**config.mk**
```make
export PLATFORM = sky130hd
export DESIGN_NAME = event_interval_statistics_top
export DESIGN_NICKNAME = d
export VERILOG_FILES = /design/src/design/esi_pkg.sv /design/src/design/esi_serial_unit.sv /design/src/design/event_interval_statistics_top.sv
export SDC_FILE = /design/constraint.sdc
export NUM_CORES = 2
export LEC_CHECK = 0
export ABC_AREA = 1
export BUFFER_PORTS_ARGS = -buffer_cell sky130_fd_sc_hd__buf_4
export CAP_MARGIN = 20
export CELL_PAD_IN_SITES_DETAIL_PLACEMENT = 2
export CELL_PAD_IN_SITES_GLOBAL_PLACEMENT = 2
export CORE_ASPECT_RATIO = 0.6
export CORE_MARGIN = 2
export CORE_UTILIZATION = 40
export DETAILED_ROUTE_END_ITERATION = 12
export HOLD_SLACK_MARGIN = 0.15
export PLACE_DENSITY = 0.87
export SYNTH_ARGS = -nofsm -noshare
export SYNTH_HDL_FRONTEND = slang
export SYNTH_SLANG_ARGS = --single-unit
```
**constraint.sdc**
```tcl
create_clock -name clk -period 51.7 [get_ports clk]
set_input_delay 7.755 -clock clk [delete_from_list [all_inputs] [get_ports clk]]
set_output_delay 7.755 -clock clk [all_outputs]
set_load 0.01 [all_outputs]
```
**src/design/esi_pkg.sv**
```systemverilog
`timescale 1ns / 1ps

package esi_pkg;

  localparam int GAP_W      = 32;
  localparam int STAMP_W    = 64;
  localparam int SEEN_W     = 32;
  localparam int MEAN_OUT_W = 48;
  localparam int SUM_W      = 63;
  localparam int SUM_FRAC   = 8;

  localparam logic FUNC_MARK  = 1'b0;
  localparam logic FUNC_CLEAR = 1'b1;

  localparam logic [SUM_W-1:0] SUM_MAX = {SUM_W{1'b1}};

  typedef enum logic [3:0] {
    S_IDLE,
    S_DIV,
    S_DIVW,
    S_MEAN,
    S_ERR,
    S_MUL,
    S_MULW,
    S_SUM,
    S_DONE
  } esi_state_t;

  typedef enum logic {
    OP_DIV,
    OP_MUL
  } esi_op_t;

  typedef struct packed {
    logic    start;
    esi_op_t op;
  } esi_unit_ctl_t;

  typedef struct packed {
    logic busy;
    logic done;
  } esi_unit_sts_t;

endpackage

```
**src/design/esi_serial_unit.sv**
```systemverilog
`timescale 1ns / 1ps

module esi_serial_unit import esi_pkg::*; #(
  parameter int MEAN_W = 48,
  parameter int CNT_W  = 32
) (
  input  logic                  clk,
  input  logic                  rst,
  input  esi_unit_ctl_t         ctl,
  input  logic [MEAN_W-1:0]     opa,
  input  logic [MEAN_W-1:0]     opb,
  input  logic [CNT_W-1:0]      divisor,
  output esi_unit_sts_t         sts,
  output logic [MEAN_W-1:0]     quot,
  output logic [2*MEAN_W-1:0]   prod
);

  localparam int AW     = ((MEAN_W > CNT_W) ? MEAN_W : CNT_W) + 1;
  localparam int STEP_W = $clog2(MEAN_W);
  localparam logic [STEP_W-1:0] LAST_STEP = STEP_W'(MEAN_W - 1);

  logic              busy;
  logic              done;
  esi_op_t           op;
  logic [STEP_W-1:0] step;
  logic [AW-1:0]     hi;
  logic [MEAN_W-1:0] lo;
  logic [MEAN_W-1:0] mcand;
  logic [CNT_W-1:0]  dvs;

  logic [AW-1:0] rem_sh;
  logic [AW-1:0] op_a;
  logic [AW-1:0] op_b;
  logic          cin;
  logic [AW:0]   res;

  // one adder: restoring divide (subtract) or shift-add multiply
  always_comb begin
    rem_sh = {hi[AW-2:0], lo[MEAN_W-1]};
    cin    = (op == OP_DIV);
    if (op == OP_DIV) begin
      op_a = rem_sh;
      op_b = ~AW'(dvs);
    end else begin
      op_a = hi;
      op_b = lo[0] ? AW'(mcand) : '0;
    end
    res = {1'b0, op_a} + {1'b0, op_b} + {{AW{1'b0}}, cin};
  end

  always_ff @(posedge clk) begin
    if (rst) begin
      busy <= 1'b0;
      done <= 1'b0;
      op   <= OP_DIV;
      step <= '0;
    end else begin
      done <= 1'b0;
      if (ctl.start) begin
        busy <= 1'b1;
        op   <= ctl.op;
        step <= LAST_STEP;
      end else if (busy) begin
        step <= step - 1'b1;
        if (step == '0) begin
          busy <= 1'b0;
          done <= 1'b1;
        end
      end
    end
  end

  always_ff @(posedge clk) begin
    if (ctl.start) begin
      hi    <= '0;
      lo    <= (ctl.op == OP_DIV) ? opa : opb;
      mcand <= opa;
      dvs   <= divisor;
    end else if (busy) begin
      if (op == OP_DIV) begin
        hi <= res[AW] ? res[AW-1:0] : rem_sh;
        lo <= {lo[MEAN_W-2:0], res[AW]};
      end else begin
        hi <= res[AW:1];
        lo <= {res[0], lo[MEAN_W-1:1]};
      end
    end
  end

  assign sts.busy = busy;
  assign sts.done = done;
  assign quot     = lo;
  assign prod     = {hi[MEAN_W-1:0], lo};

endmodule

```
**src/design/event_interval_statistics_top.sv**
```systemverilog
`timescale 1ns / 1ps

// Channel  Handshake            Payload
// in       in_valid / in_ready  func, now_us
// out      out_valid/ out_ready events_seen, shortest_gap, longest_gap, mean_gap,
//                               spread_sum, first_stamp, last_stamp
//
// Clear and the first two events after a clear do not use the serial unit.
// Later events run a bit-serial divide then a bit-serial multiply, both on the one
// shared adder of esi_serial_unit.
// in_ready is high only while idle; the next item is taken while a result waits on out.
// rst is synchronous and clears all statistics to zero.

module event_interval_statistics_top import esi_pkg::*; #(
  parameter int MEAN_FRAC_BITS = 16,
  parameter int COUNT_WIDTH    = 32
) (
  input  logic                  clk,
  input  logic                  rst,
  input  logic                  in_valid,
  output logic                  in_ready,
  input  logic                  func,
  input  logic [STAMP_W-1:0]    now_us,
  output logic                  out_valid,
  input  logic                  out_ready,
  output logic [SEEN_W-1:0]     events_seen,
  output logic [GAP_W-1:0]      shortest_gap,
  output logic [GAP_W-1:0]      longest_gap,
  output logic [MEAN_OUT_W-1:0] mean_gap,
  output logic [SUM_W-1:0]      spread_sum,
  output logic [STAMP_W-1:0]    first_stamp,
  output logic [STAMP_W-1:0]    last_stamp
);

  localparam int MEAN_W = GAP_W + MEAN_FRAC_BITS;
  localparam int PROD_W = 2 * MEAN_W;
  localparam int EXT_W  = PROD_W + SUM_FRAC;
  localparam int SCALE  = 2 * MEAN_FRAC_BITS;

  esi_state_t state, state_next;

  logic [COUNT_WIDTH-1:0] total;
  logic [STAMP_W-1:0]     first_time;
  logic [STAMP_W-1:0]     prev_time;
  logic [GAP_W-1:0]       gap_min;
  logic [GAP_W-1:0]       gap_max;
  logic [MEAN_W-1:0]      mean;
  logic [SUM_W-1:0]       dev_sum;

  logic [MEAN_W-1:0] x;
  logic [MEAN_W-1:0] d;
  logic [MEAN_W-1:0] e;
  logic              xge;

  logic                   accept;
  logic                   load_out;
  logic [GAP_W-1:0]       gap;
  logic [MEAN_W-1:0]      x_new;
  logic [COUNT_WIDTH-1:0] total_inc;
  logic                   few_events;

  esi_unit_ctl_t       ctl;
  esi_unit_sts_t       sts;
  logic [MEAN_W-1:0]   quot;
  logic [PROD_W-1:0]   prod;

  logic [EXT_W-1:0]  prod_sh;
  logic [SUM_W-1:0]  add_term;
  logic [SUM_W:0]    sum_wide;
  logic [SUM_W-1:0]  sum_next;
  logic [SEEN_W-1:0] seen_val;
  logic [MEAN_OUT_W-1:0] mean_val;

  esi_serial_unit #(
    .MEAN_W (MEAN_W),
    .CNT_W  (COUNT_WIDTH)
  ) u_unit (
    .clk     (clk),
    .rst     (rst),
    .ctl     (ctl),
    .opa     (d),
    .opb     (e),
    .divisor (total),
    .sts     (sts),
    .quot    (quot),
    .prod    (prod)
  );

  always_comb begin
    gap        = now_us[GAP_W-1:0] - prev_time[GAP_W-1:0];
    x_new      = MEAN_W'(gap) << MEAN_FRAC_BITS;
    total_inc  = (&total) ? total : total + 1'b1;
    few_events = (total[COUNT_WIDTH-1:1] == '0);
    accept     = in_valid && in_ready;
  end

  // product is Q(2F); move to Q55.8 and saturate
  always_comb begin
    prod_sh  = {prod, {SUM_FRAC{1'b0}}} >> SCALE;
    add_term = (|prod_sh[EXT_W-1:SUM_W]) ? SUM_MAX : prod_sh[SUM_W-1:0];
    sum_wide = {1'b0, dev_sum} + {1'b0, add_term};
    sum_next = sum_wide[SUM_W] ? SUM_MAX : sum_wide[SUM_W-1:0];
  end

  always_comb begin
    state_next = state;
    case (state)
      S_IDLE: begin
        if (in_valid) begin
          if (func == FUNC_CLEAR || few_events) state_next = S_DONE;
          else                                  state_next = S_DIV;
        end
      end
      S_DIV:  state_next = S_DIVW;
      S_DIVW: if (sts.done) state_next = S_MEAN;
      S_MEAN: state_next = S_ERR;
      S_ERR:  state_next = S_MUL;
      S_MUL:  state_next = S_MULW;
      S_MULW: if (sts.done) state_next = S_SUM;
      S_SUM:  state_next = S_DONE;
      S_DONE: if (!out_valid || out_ready) state_next = S_IDLE;
      default: state_next = S_IDLE;
    endcase
  end

  always_comb begin
    in_ready  = 1'b0;
    ctl.start = 1'b0;
    ctl.op    = OP_DIV;
    load_out  = 1'b0;
    case (state)
      S_IDLE: in_ready = 1'b1;
      S_DIV:  ctl.start = 1'b1;
      S_MUL: begin
        ctl.start = 1'b1;
        ctl.op    = OP_MUL;
      end
      S_DONE: load_out = !out_valid || out_ready;
      default: ;
    endcase
  end

  always_ff @(posedge clk) begin
    if (rst) begin
      state      <= S_IDLE;
      total      <= '0;
      first_time <= '0;
      prev_time  <= '0;
      gap_min    <= '0;
      gap_max    <= '0;
      mean       <= '0;
      dev_sum    <= '0;
    end else begin
      state <= state_next;
      if (accept) begin
        if (func == FUNC_CLEAR) begin
          total      <= '0;
          first_time <= '0;
          prev_time  <= '0;
          gap_min    <= '0;
          gap_max    <= '0;
          mean       <= '0;
          dev_sum    <= '0;
        end else begin
          prev_time <= now_us;
          if (total == '0) begin
            first_time <= now_us;
            total      <= total_inc;
          end else if (few_events) begin
            gap_min <= gap;
            gap_max <= gap;
            mean    <= x_new;
            dev_sum <= '0;
            total   <= total_inc;
          end else begin
            if (gap < gap_min) gap_min <= gap;
            if (gap > gap_max) gap_max <= gap;
          end
        end
      end
      if (state == S_MEAN) mean <= xge ? mean + quot : mean - quot;
      if (state == S_SUM) begin
        dev_sum <= sum_next;
        total   <= total_inc;
      end
    end
  end

  always_ff @(posedge clk) begin
    if (accept) begin
      x   <= x_new;
      xge <= (x_new >= mean);
      d   <= (x_new >= mean) ? x_new - mean : mean - x_new;
    end
    if (state == S_ERR) e <= xge ? x - mean : mean - x;
  end

  generate
    if (COUNT_WIDTH > SEEN_W) begin : g_seen_sat
      assign seen_val = (|total[COUNT_WIDTH-1:SEEN_W]) ? {SEEN_W{1'b1}} : total[SEEN_W-1:0];
    end else begin : g_seen_ext
      assign seen_val = SEEN_W'(total);
    end
    if (MEAN_W > MEAN_OUT_W) begin : g_mean_cut
      assign mean_val = mean[MEAN_OUT_W-1:0];
    end else begin : g_mean_ext
      assign mean_val = MEAN_OUT_W'(mean);
    end
  endgenerate

  always_ff @(posedge clk) begin
    if (rst) begin
      out_valid <= 1'b0;
    end else if (load_out) begin
      out_valid <= 1'b1;
    end else if (out_ready) begin
      out_valid <= 1'b0;
    end
  end

  always_ff @(posedge clk) begin
    if (load_out) begin
      events_seen  <= seen_val;
      shortest_gap <= gap_min;
      longest_gap  <= gap_max;
      mean_gap     <= mean_val;
      spread_sum   <= dev_sum;
      first_stamp  <= first_time;
      last_stamp   <= prev_time;
    end
  end

`ifndef SYNTH
  a_unit_busy_in_wait: assert property (@(posedge clk) disable iff (rst)
    sts.busy |-> (state == S_DIVW || state == S_MULW))
    else $error("serial unit busy outside a wait state");

  a_min_le_max: assert property (@(posedge clk) disable iff (rst)
    (out_valid && events_seen >= SEEN_W'(2)) |-> (shortest_gap <= longest_gap))
    else $error("shortest gap above longest gap");

  a_empty_zero: assert property (@(posedge clk) disable iff (rst)
    (out_valid && events_seen == '0) |->
      (mean_gap == '0 && spread_sum == '0 && first_stamp == '0 && last_stamp == '0))
    else $error("statistics not zero with no events");

  a_single_event: assert property (@(posedge clk) disable iff (rst)
    (out_valid && events_seen == SEEN_W'(1)) |->
      (first_stamp == last_stamp && spread_sum == '0 && mean_gap == '0))
    else $error("single event result inconsistent");
`endif

endmodule
```
==> metrics.cfg <==
[cts]
cts.path.max_buffers = 3
cts_hold_buffers = 0
ctsResizeCount = 0
path_clk_slew_ps = 70
post_cts_buffers = 0
cts-buffers-inserted = 101
cts_tree = done
clock-sinks = 990
cts_root_buf = clkbuf_16
clk_latency_ps = 800
htree_levels = 3

[yosys]
ys.flop_type = edfxtp_1
ys_ff_latch = 990
synth-edff-count = 592
synthesis.area_mm2 = 0.0589
syn_inst = 7397
yosysMostFrequentCell = nand2_1
synth_seq_area_share = 0.437
synthTopCellsByArea = edfxtp_1 30%, dfxtp_1 14%, nand2_1 9.4%
yosysTopAreaCell = edfxtp_1
synth_common_cells = 1,469 x nand2_1, 859 x inv_1, 800 x a21oi_1, 780 x nor2_1, 592 x edfxtp_1
synth_top_area_frac = 0.302
synthArstFlopShare = 0
syn_avg_cell_area_um2 = 7.97
ys_warn_count = 0
synth_nets = 7847
synth.distinct_cells = 65

[sta]
period_minus_slack_ps = 13100
finalMaxSlewViolations = 0
setup_ws_ps = 38600
whs_ps = 435
rsz0062_at_grt = no
finalCritPeriodShare = 0.253
setup_tns_ps = 0
finalHoldViolCount = 0
clock.fmax_ghz = 0.0764
relSlewSlack = 0.0827
clock_skew_ps = 70.4
setup_viol = 0
worstMarginPinSlew_ps = 1380

[global_routing]
grt_pass1_wl_mm = 433
antenna_found_initial = 23
grt_max_degree = 134
busiest_layer = met1
grt_overflow = 0
grt_pass1_vias = 61322
use_met1 = 0.566
use_met2 = 0.549
grt_usage = 0.388
gr-usage-met3 = 0.115

[final_layout]
nets = 8198
area_delta_synth_final_pct = 15.2
layoutNonFillerInstCount = 9791
fill_cells = 16575
drive_gt1_frac = 0.0972

[placement]
post-place-ws_ps = 38150
gp_congestion = 0.996
place_hpwl_mm = 232
dp.cells = 9584
port_buffers = 405

[worst_setup_path]
critPathCaptureType = flip-flop
required_ps = 52230
worstPathMaxFanout = 67
worst-endpoint-arrival_ps = 13630
crit_type = in2reg
startpoint_type = input pin

[die]
num_rows = 109
core-area_mm2 = 0.147
die_h_um = 301
die-area_mm2 = 0.151
ios = 406
die_w_um = 500
initial_core_util = 0.402

[pwr]
seq_power_share = 0.292
p_clk_frac = 0.233
comb_power_share = 0.475
powerDensity_mw_per_mm2 = 51.9
sw_frac_of_total = 0.476
p_switching_mw = 1.68
ir_worst_vdd_uv = 38.4
p_leak_nw = 28.6
fin_total_pwr_mw = 3.52
internal_power_mw = 1.84

[detailed_routing]
wl_per_cell_um = 30.7
antenna_left = 0
num_vias = 59562
drc = 0
dr.pass1.iters = 5
wirelength_mm = 301
first_iter_violations = 6995
via_per_inst = 6.08

[worst_hold_path]
hold_class = reg2reg

[outcome]
outcome = complete, no violations

[job]
maxCapViolCount = 0

-- metrics by stage --
stage	util	area, um^2
floorplan	-	58900
detailed placement	0.438	64200
global placement	0.438	64200
CTS	0.462	67800
finish	0.462	67900
global route	0.462	67800
-- cell families (layout without fill, tap and decap cells) --
family                   count (synthesis)  in the layout  share of synthesized area
AO/OA/AOI/OAI                         1837           1837                      0.175
XOR/XNOR                               238            238                     0.0354
adder cells (fa/ha/maj)                381            381                     0.0818
buffers and inverters                 1120           1560                     0.0724
flip-flops                             990            990                      0.437
multiplexers                             9              9                    0.00153
other                                    0             12                          0
AND/OR/NAND/NOR                       2822           2822                      0.197
-- placed cells by master (no fill, tap or decap), drive strengths merged, types with 4 or more instances in the layout --
cell type	n
o21bai	62
mux2i	9
a21oi	801
inv	867
a21boi	22
clkbuf	131
o22ai	82
clkinvlp	8
o211ai	71
edfxtp	592
nor4	43
o21ai	535
a211oi	25
bufinv	12
nand3	327
nand3b	11
o31ai	10
and3	4
xor2	172
a31o	5
a31oi	103
a21o	35
o221ai	15
xnor2	66
o311ai	4
buf	498
o2111ai	5
nor3	79
a221oi	15
clkinv	44
nand4	57
nand2	1482
ha	374
o21a	32
fa	7
diode	12
or2	25
dfxtp	398
nor2	788
-- final timing paths --
check,cells after the start,slack (ps),from,end
max,27,38600,now_us[2],d[36]
min,0,440,first_time[37],first_stamp[37]
max reg2reg,23,45240,u_unit.quot[1],mean[38]
min reg2reg,0,440,first_time[37],first_stamp[37]
-- sequential cells by signal, indices dropped and copies added (netlist names), 48 cells and up --
register      count
mean_gap         48
e                48
u_unit.quot      48
dev_sum          63
d                48
first_time       64
first_stamp      64
spread_sum       63
prev_time        64
u_unit.hi        49
u_unit.mcand     48
mean             48
last_stamp       64
-- per-layer routing --
layer | wire length (um) | vias to the layer above
li1 | - | 25876
met1 | 135000 | 30400
met2 | 122000 | 2792
met3 | 33800 | 472
met4 | 9480 | 22
met5 | 155 | -
-- cell type report --
cell class | instances | area [um^2] | share of cell area
inverters | 869 | 3270 | 0.0481
diodes | 12 | 30.0 | 0.000442
clock inverters | 62 | 833 | 0.0123
multi-input cells | 5287 | 29000 | 0.428
well taps | 1942 | 2430 | 0.0358
flip-flops and latches | 990 | 25700 | 0.379
repair buffers | 499 | 3790 | 0.0559
clock buffers | 130 | 2750 | 0.0405
-- critical path, stage by stage --
cell and delay [ps]:
buf_4 120, ha_1 380, nand2_1 110, nand2_1 90, nand2_1 80, nand2_1 70, nand2_1 80, nand3_2 140
a21oi_1 280, o31ai_1 130, xnor2_1 560, inv_1 280, ha_1 580, nand2_1 180, nor2_1 330, nand2_1 240
nor3_1 220, nand3_1 130, nand3_2 120, buf_4 660, nand2_1 220, o21ai_0 330, nand3_1 110, and3_1 160
nand2_1 80, xnor2_1 120, inv_1 60
-- power groups by stage --
stage | logic [mW] | registers [mW] | clock network [mW]
after floorplan | 0.971 | 1.03 | 0
after global placement | 1.50 | 1.03 | 0
after detailed placement | 1.58 | 1.04 | 0
after CTS | 1.61 | 1.03 | 0.824
after global routing | 1.79 | 1.03 | 0.852
final | 1.67 | 1.03 | 0.820
Power figures use the tool's default switching activity.
